## src/hw/rtl/mie_pkg.sv

```systemverilog
// Package for the modular inverse core: default operand width and sequencer states.
// No dependencies.
package mie_pkg;

   localparam int OPERAND_BITS_DEF = 31;

   typedef enum logic [5:0] {
      ST_IDLE   = 6'b000001,
      ST_CHECK  = 6'b000010,
      ST_DIV    = 6'b000100,
      ST_UPDATE = 6'b001000,
      ST_FIX    = 6'b010000,
      ST_DONE   = 6'b100000
   } state_type;

endpackage

```

## src/hw/rtl/modular_inverse_euclid_core.sv

```systemverilog
// Modular inverse by the extended Euclidean iteration, one shared divide step unit.
// Depends on mie_pkg.
//
//   channel | direction | ports                              | handshake
//   req     | in        | req_value, req_modulus             | req_valid / req_stall
//   rsp     | out       | rsp_inverse, rsp_status            | rsp_valid / rsp_stall
//
// Each Euclid step is a check in CHECK, a restoring division in DIV (compare-subtract plus a
// shift-add of the quotient times the coefficient) and an update in UPDATE.
// req_stall is high from acceptance until the result is handed to the output register.
// A finished result waits in DONE while the output register holds an unaccepted item.
// Synchronous active-high reset clears the sequencer and rsp_valid.
module modular_inverse_euclid_core
   import mie_pkg::*;
#(
   parameter int OPERAND_BITS = OPERAND_BITS_DEF
) (
   input  logic                    clock,
   input  logic                    reset,
   input  logic                    req_valid,
   output logic                    req_stall,
   input  logic [OPERAND_BITS-1:0] req_value,
   input  logic [OPERAND_BITS-1:0] req_modulus,
   output logic                    rsp_valid,
   input  logic                    rsp_stall,
   output logic [OPERAND_BITS-1:0] rsp_inverse,
   output logic                    rsp_status
);

   localparam int W        = OPERAND_BITS;
   localparam int CW       = OPERAND_BITS + 2;
   localparam int CNT_BITS = $clog2(OPERAND_BITS);
   localparam logic [CNT_BITS-1:0] CNT_LAST = CNT_BITS'(OPERAND_BITS - 1);

   state_type               state_ff, state_in;
   logic [W-1:0]            a_ff, a_in;
   logic [W-1:0]            b_ff, b_in;
   logic [W-1:0]            mod_ff, mod_in;
   logic [W-1:0]            rem_ff, rem_in;
   logic signed [CW-1:0]    cp_ff, cp_in;
   logic signed [CW-1:0]    cc_ff, cc_in;
   logic signed [CW-1:0]    prod_ff, prod_in;
   logic [CNT_BITS-1:0]     cnt_ff, cnt_in;
   logic [W-1:0]            res_inv_ff, res_inv_in;
   logic                    res_stat_ff, res_stat_in;
   logic                    rsp_valid_ff, rsp_valid_in;
   logic [W-1:0]            rsp_inverse_ff, rsp_inverse_in;
   logic                    rsp_status_ff, rsp_status_in;

   logic                    req_accept;
   logic                    rsp_free;
   logic [W:0]              r_sh;
   logic [W:0]              r_diff;
   logic                    ge;
   logic signed [CW-1:0]    cc_fix;

   assign req_stall   = (state_ff != ST_IDLE);
   assign req_accept  = req_valid && !req_stall;
   assign rsp_free    = !rsp_valid_ff || !rsp_stall;
   assign rsp_valid   = rsp_valid_ff;
   assign rsp_inverse = rsp_inverse_ff;
   assign rsp_status  = rsp_status_ff;

   // shared divide step: shift in next dividend bit, trial subtract
   assign r_sh   = {rem_ff, a_ff[W-1]};
   assign r_diff = r_sh - {1'b0, b_ff};
   assign ge     = !r_diff[W];
   assign cc_fix = cc_ff + $signed({2'b00, mod_ff});

   always_comb begin
      state_in       = state_ff;
      a_in           = a_ff;
      b_in           = b_ff;
      mod_in         = mod_ff;
      rem_in         = rem_ff;
      cp_in          = cp_ff;
      cc_in          = cc_ff;
      prod_in        = prod_ff;
      cnt_in         = cnt_ff;
      res_inv_in     = res_inv_ff;
      res_stat_in    = res_stat_ff;
      rsp_valid_in   = rsp_valid_ff && rsp_stall;
      rsp_inverse_in = rsp_inverse_ff;
      rsp_status_in  = rsp_status_ff;

      unique case (state_ff)
         ST_IDLE: begin
            if (req_accept) begin
               a_in     = req_value;
               b_in     = req_modulus;
               mod_in   = req_modulus;
               cp_in    = '0;
               cc_in    = CW'(1);
               state_in = ST_CHECK;
            end
         end
         ST_CHECK: begin
            if (mod_ff == '0) begin
               res_inv_in  = '0;
               res_stat_in = 1'b1;
               state_in    = ST_DONE;
            end else if (mod_ff == W'(1)) begin
               res_inv_in  = W'(1);
               res_stat_in = 1'b0;
               state_in    = ST_DONE;
            end else if (a_ff <= W'(1)) begin
               state_in = ST_FIX;
            end else if (b_ff == '0) begin
               res_inv_in  = '0;
               res_stat_in = 1'b1;
               state_in    = ST_DONE;
            end else begin
               rem_in   = '0;
               prod_in  = '0;
               cnt_in   = CNT_LAST;
               state_in = ST_DIV;
            end
         end
         ST_DIV: begin
            rem_in  = ge ? r_diff[W-1:0] : r_sh[W-1:0];
            prod_in = (prod_ff <<< 1) + (ge ? cp_ff : '0);
            a_in    = {a_ff[W-2:0], 1'b0};
            cnt_in  = cnt_ff - CNT_BITS'(1);
            if (cnt_ff == '0) begin
               state_in = ST_UPDATE;
            end
         end
         ST_UPDATE: begin
            a_in     = b_ff;
            b_in     = rem_ff;
            cp_in    = cc_ff - prod_ff;
            cc_in    = cp_ff;
            state_in = ST_CHECK;
         end
         ST_FIX: begin
            res_inv_in  = cc_ff[CW-1] ? cc_fix[W-1:0] : cc_ff[W-1:0];
            res_stat_in = 1'b0;
            state_in    = ST_DONE;
         end
         ST_DONE: begin
            if (rsp_free) begin
               rsp_valid_in   = 1'b1;
               rsp_inverse_in = res_inv_ff;
               rsp_status_in  = res_stat_ff;
               state_in       = ST_IDLE;
            end
         end
         default: begin
            state_in = ST_IDLE;
         end
      endcase
   end

   always_ff @(posedge clock) begin
      if (reset) begin
         state_ff     <= ST_IDLE;
         rsp_valid_ff <= 1'b0;
      end else begin
         state_ff     <= state_in;
         rsp_valid_ff <= rsp_valid_in;
      end
   end

   always_ff @(posedge clock) begin
      a_ff           <= a_in;
      b_ff           <= b_in;
      mod_ff         <= mod_in;
      rem_ff         <= rem_in;
      cp_ff          <= cp_in;
      cc_ff          <= cc_in;
      prod_ff        <= prod_in;
      cnt_ff         <= cnt_in;
      res_inv_ff     <= res_inv_in;
      res_stat_ff    <= res_stat_in;
      rsp_inverse_ff <= rsp_inverse_in;
      rsp_status_ff  <= rsp_status_in;
   end

endmodule

```

## config.mk

```make
export PLATFORM = sky130hd
export DESIGN_NAME = modular_inverse_euclid_core
export DESIGN_NICKNAME = d
export VERILOG_FILES = /design/src/hw/rtl/mie_pkg.sv /design/src/hw/rtl/modular_inverse_euclid_core.sv
export SDC_FILE = /design/constraint.sdc
export NUM_CORES = 1
export LEC_CHECK = 0
export ABC_AREA = 0
export BUFFER_PORTS_ARGS = -buffer_cell sky130_fd_sc_hd__buf_2
export CAP_MARGIN = 20
export CORE_ASPECT_RATIO = 1.1
export CORE_MARGIN = 5
export CORE_UTILIZATION = 30
export CTS_CLUSTER_SIZE = 12
export DETAILED_ROUTE_END_ITERATION = 8
export GPL_ROUTABILITY_DRIVEN = 0
export PLACE_DENSITY = 0.56
export SYNTH_ARGS = -nofsm -noshare
export SYNTH_HDL_FRONTEND = slang
export SYNTH_SLANG_ARGS = --single-unit
```

## constraint.sdc

```tcl
create_clock -name clock -period 6.4 [get_ports clock]
set_input_delay 0.32 -clock clock [delete_from_list [all_inputs] [get_ports clock]]
set_output_delay 0.32 -clock clock [all_outputs]
set_load 0.02 [all_outputs]
```

==> metrics.txt <==
Final nets 2193; clock tree buffer depth 3; DR DRC count 0; number of buffers added on ports 99; Initial Util 0.303; DPL Wire Length 40.0 mm; aggregate global-route resource usage 0.158; maximum fanout along the worst path 13; Final Critical Period 5.91 ns; Leak 0.00884 uW; crit share post-route 0.923; arrival time at the worst endpoint 6.31 ns; Psw 1490 uW; Seq/Total Area, Yosys 0.480; Layout Area Growth over Synthesis 14.9%; CTS buffer count 37; highest routed layer met4; layout cells sized above 1 0.0942; TNS Setup 0 ns; hold violation total from the final report 0; met2 wire len 25.1 mm; row cnt 95; Post-synth EDFFs 292; DR vias/cell 5.17; Comb power frac 0.177; die area 0.0669 sq mm; Yosys warnings 0; met3 wire length 3.16 mm; max-cap violations 0; Fmax 169 MHz; Max Clock Skew 0.0126 ns; CTS resizes 0; IO Pins 100; Post-Syn Area 0.0186 sq mm; n_diodes 0; Avg WL per Cell 19.0 um; syn nets 2077; hold_ws 0.0181 ns; commonest non-fill, non-tap cells in the layout 292 x edfxtp_1, 288 x nand2_1, 143 x a21oi_1; FFs w/ async S/R, synth 0; register share of total power 0.444; Net Sw Frac 0.280; Clock Sinks 299; Yosys cell types 72; worst vdd ir 0.196 mV; core area 0.0612 sq mm; via count 14700; power density over the cells 250 mW/mm^2; crit path kind reg2reg; post-detailed-route count of antenna-violating nets 0; Slew Limit Fails 0; clock root cell clkbuf_16; Clock power frac 0.379; area of the multi-input gates 0.00902 sq mm; initial antenna violation count 0; GRT Residual Overflow 0; Yosys reg bits 299; die width 247 um; largest net degree at the start of global routing 73; DR pass1 iterations 5; Fillers 6118; H-tree levels 2; unrepaired setup endpoints after global routing no; commonest non-fill, non-tap cell in the layout edfxtp_1; TritonCTS clock tree done; first-pass GRT wire length 83.9 mm; Mapped Cells 1882; Worst setup SP type register; routed wire length 54.0 mm; Worst slew margin 0.280; status finished clean; Final setup violation count 0; vias in the first global route 14700; Die H 271 um; Hold Crit Class in2reg; register area 0.00891 sq mm; Worst-path clk slew 0.06 ns; Pint 3840 uW; Critical Path End Type register; Mean Syn Cell Area 9.86 sq um; First DRT Iteration DRCs 1144; actual slew at the worst max-slew pin 1.08 ns; WL met1 24.2 mm; Worst Path Required 6.81 ns; clock latency on the worst-skew pair 0.54 ns; Post-synth top flop edfxtp_1
-- routing by layer --
layer	up-vias	global-route usage
met4	0	0.0502
met2	444	0.260
met5	-	0
met1	7029	0.214
met3	87	0.0245
li1	7135	-
-- power groups by stage --
| stage | registers, uW | clock network, uW | logic [uW] |
|---|---|---|---|
| final | 2360 | 2020 | 945 |
| after global routing | 2370 | 2140 | 1050 |
| after CTS | 2360 | 2070 | 939 |
| after detailed placement | 2400 | 0 | 922 |
| after global placement | 2400 | 0 | 909 |
| after floorplan | 2350 | 0 | 701 |
-- through the flow --
step | cell area (sq um) | setup WS, ns | utilization | power, uW | cells
detailed placement | 20000 | 0.561 | 0.327 | 3330 | 2766
global route | 21300 | 0.159 | 0.348 | 5570 | 2840
global placement | 20000 | 0.751 | 0.327 | 3310 | 2766
floorplan | 18600 | 1.30 | - | 3050 | 1882
finish | 21300 | 0.495 | 0.348 | 5330 | 2840
CTS | 21300 | 0.528 | 0.348 | 5370 | 2840
-- registers in the layout, indices dropped and copies added (netlist names) --
signal,count
rsp_status,1
cc_ff,33
rem_ff,31
rsp_valid,1
cp_ff,33
cnt_ff,5
a_ff,31
state_ff,6
rsp_inverse,31
b_ff,31
res_stat_ff,1
mod_ff,31
prod_ff,33
res_inv_ff,31
-- final cells by class --
cell class / count / share of cell area
Clock inverter: 11 / 0.00599
Timing Repair Buffer: 136 / 0.0383
Inverter: 113 / 0.0200
Tap cell: 824 / 0.0484
Sequential cell: 299 / 0.418
Multi-Input combinational cell: 1411 / 0.423
Clock buffer: 46 / 0.0464
-- logic make-up (layout without fill, tap and decap cells) --
kind of cell             after synthesis  in the layout  synth area share
AND/OR/NAND/NOR                      736            736             0.191
AO/OA/AOI/OAI                        464            464             0.163
flip-flops                           299            299             0.480
buffers and inverters                172            306            0.0365
adder cells (fa/ha/maj)              129            129            0.0886
XOR/XNOR                              68             68            0.0328
multiplexers                          14             14           0.00755
-- cells in the mapped netlist (4+ instances only) --
| library cell | count | area share |
|---|---|---|
| a2111oi_0 | 4 | 0.0019 |
| a211oi_1 | 12 | 0.0049 |
| a21boi_0 | 10 | 0.0040 |
| a21o_1 | 76 | 0.031 |
| a21oi_1 | 144 | 0.039 |
| a221oi_1 | 5 | 0.0024 |
| a22oi_1 | 31 | 0.013 |
| a31oi_1 | 13 | 0.0044 |
| a41oi_1 | 4 | 0.0019 |
| and2_1 | 76 | 0.026 |
| and3_1 | 28 | 0.0094 |
| and4_1 | 4 | 0.0019 |
| buf_1 | 5 | 0.0010 |
| buf_2 | 7 | 0.0019 |
| buf_4 | 4 | 0.0016 |
| clkbuf_1 | 42 | 0.0085 |
| dfxtp_1 | 7 | 0.0076 |
| edfxtp_1 | 292 | 0.47 |
| fa_1 | 4 | 0.0043 |
| ha_1 | 125 | 0.084 |
| inv_1 | 113 | 0.023 |
| mux2i_1 | 14 | 0.0076 |
| nand2_1 | 289 | 0.058 |
| nand2b_1 | 15 | 0.0051 |
| nand3_1 | 40 | 0.011 |
| nand3b_1 | 13 | 0.0053 |
| nand4_1 | 18 | 0.0061 |
| nor2_1 | 117 | 0.024 |
| nor2b_1 | 17 | 0.0057 |
| nor3_1 | 53 | 0.014 |
| nor3b_1 | 12 | 0.0049 |
| nor4_1 | 27 | 0.0091 |
| o2111ai_1 | 5 | 0.0024 |
| o211ai_1 | 12 | 0.0049 |
| o21a_1 | 23 | 0.0093 |
| o21ai_0 | 68 | 0.018 |
| o21bai_1 | 14 | 0.0057 |
| o22ai_1 | 4 | 0.0013 |
| o31ai_1 | 7 | 0.0028 |
| or3_1 | 10 | 0.0034 |
| xnor2_1 | 37 | 0.017 |
| xor2_1 | 30 | 0.014 |
-- worst paths after layout --
path	start	to	slack, ns	cells past startpoint
worst max-delay path	b_ff[9]$_DFFE_PP_	prod_ff[31]$_SDFFCE_PN0P_	0.49	21
worst min-delay path	req_modulus[2]	mod_ff[2]$_DFFE_PP_	0.02	1
worst max register to register	b_ff[9]$_DFFE_PP_	prod_ff[31]$_SDFFCE_PN0P_	0.49	21
worst min register to register	res_inv_ff[0]$_DFFE_PP_	rsp_inverse[0]$_DFFE_PP_	0.42	0
-- critical path, stage by stage, from the launching register on --
cell       delay [ns]
edfxtp_1         0.40
inv_1            0.06
ha_1             0.37
and3_1           0.26
a221oi_1         0.28
o21ai_1          0.15
o211ai_2         0.31
a31oi_1          0.26
o31ai_2          0.51
nor2_4           0.17
and2_1           0.20
ha_1             0.21
fa_1             0.42
a21o_1           0.20
a21o_1           0.21
a21oi_1          0.24
o21ai_0          0.16
o2111ai_1        0.23
a21oi_1          0.16
nor2_1           0.24
or4b_2           0.62
nand3_1          0.10
-- repair_timing --
action	4_1_cts	5_1_grt
setup endpoints to repair	0	0
endpoints found under the hold margin	17	0
hold buffers	17	0
buffers inserted	0	0
(Power assumes the default switching activity.)
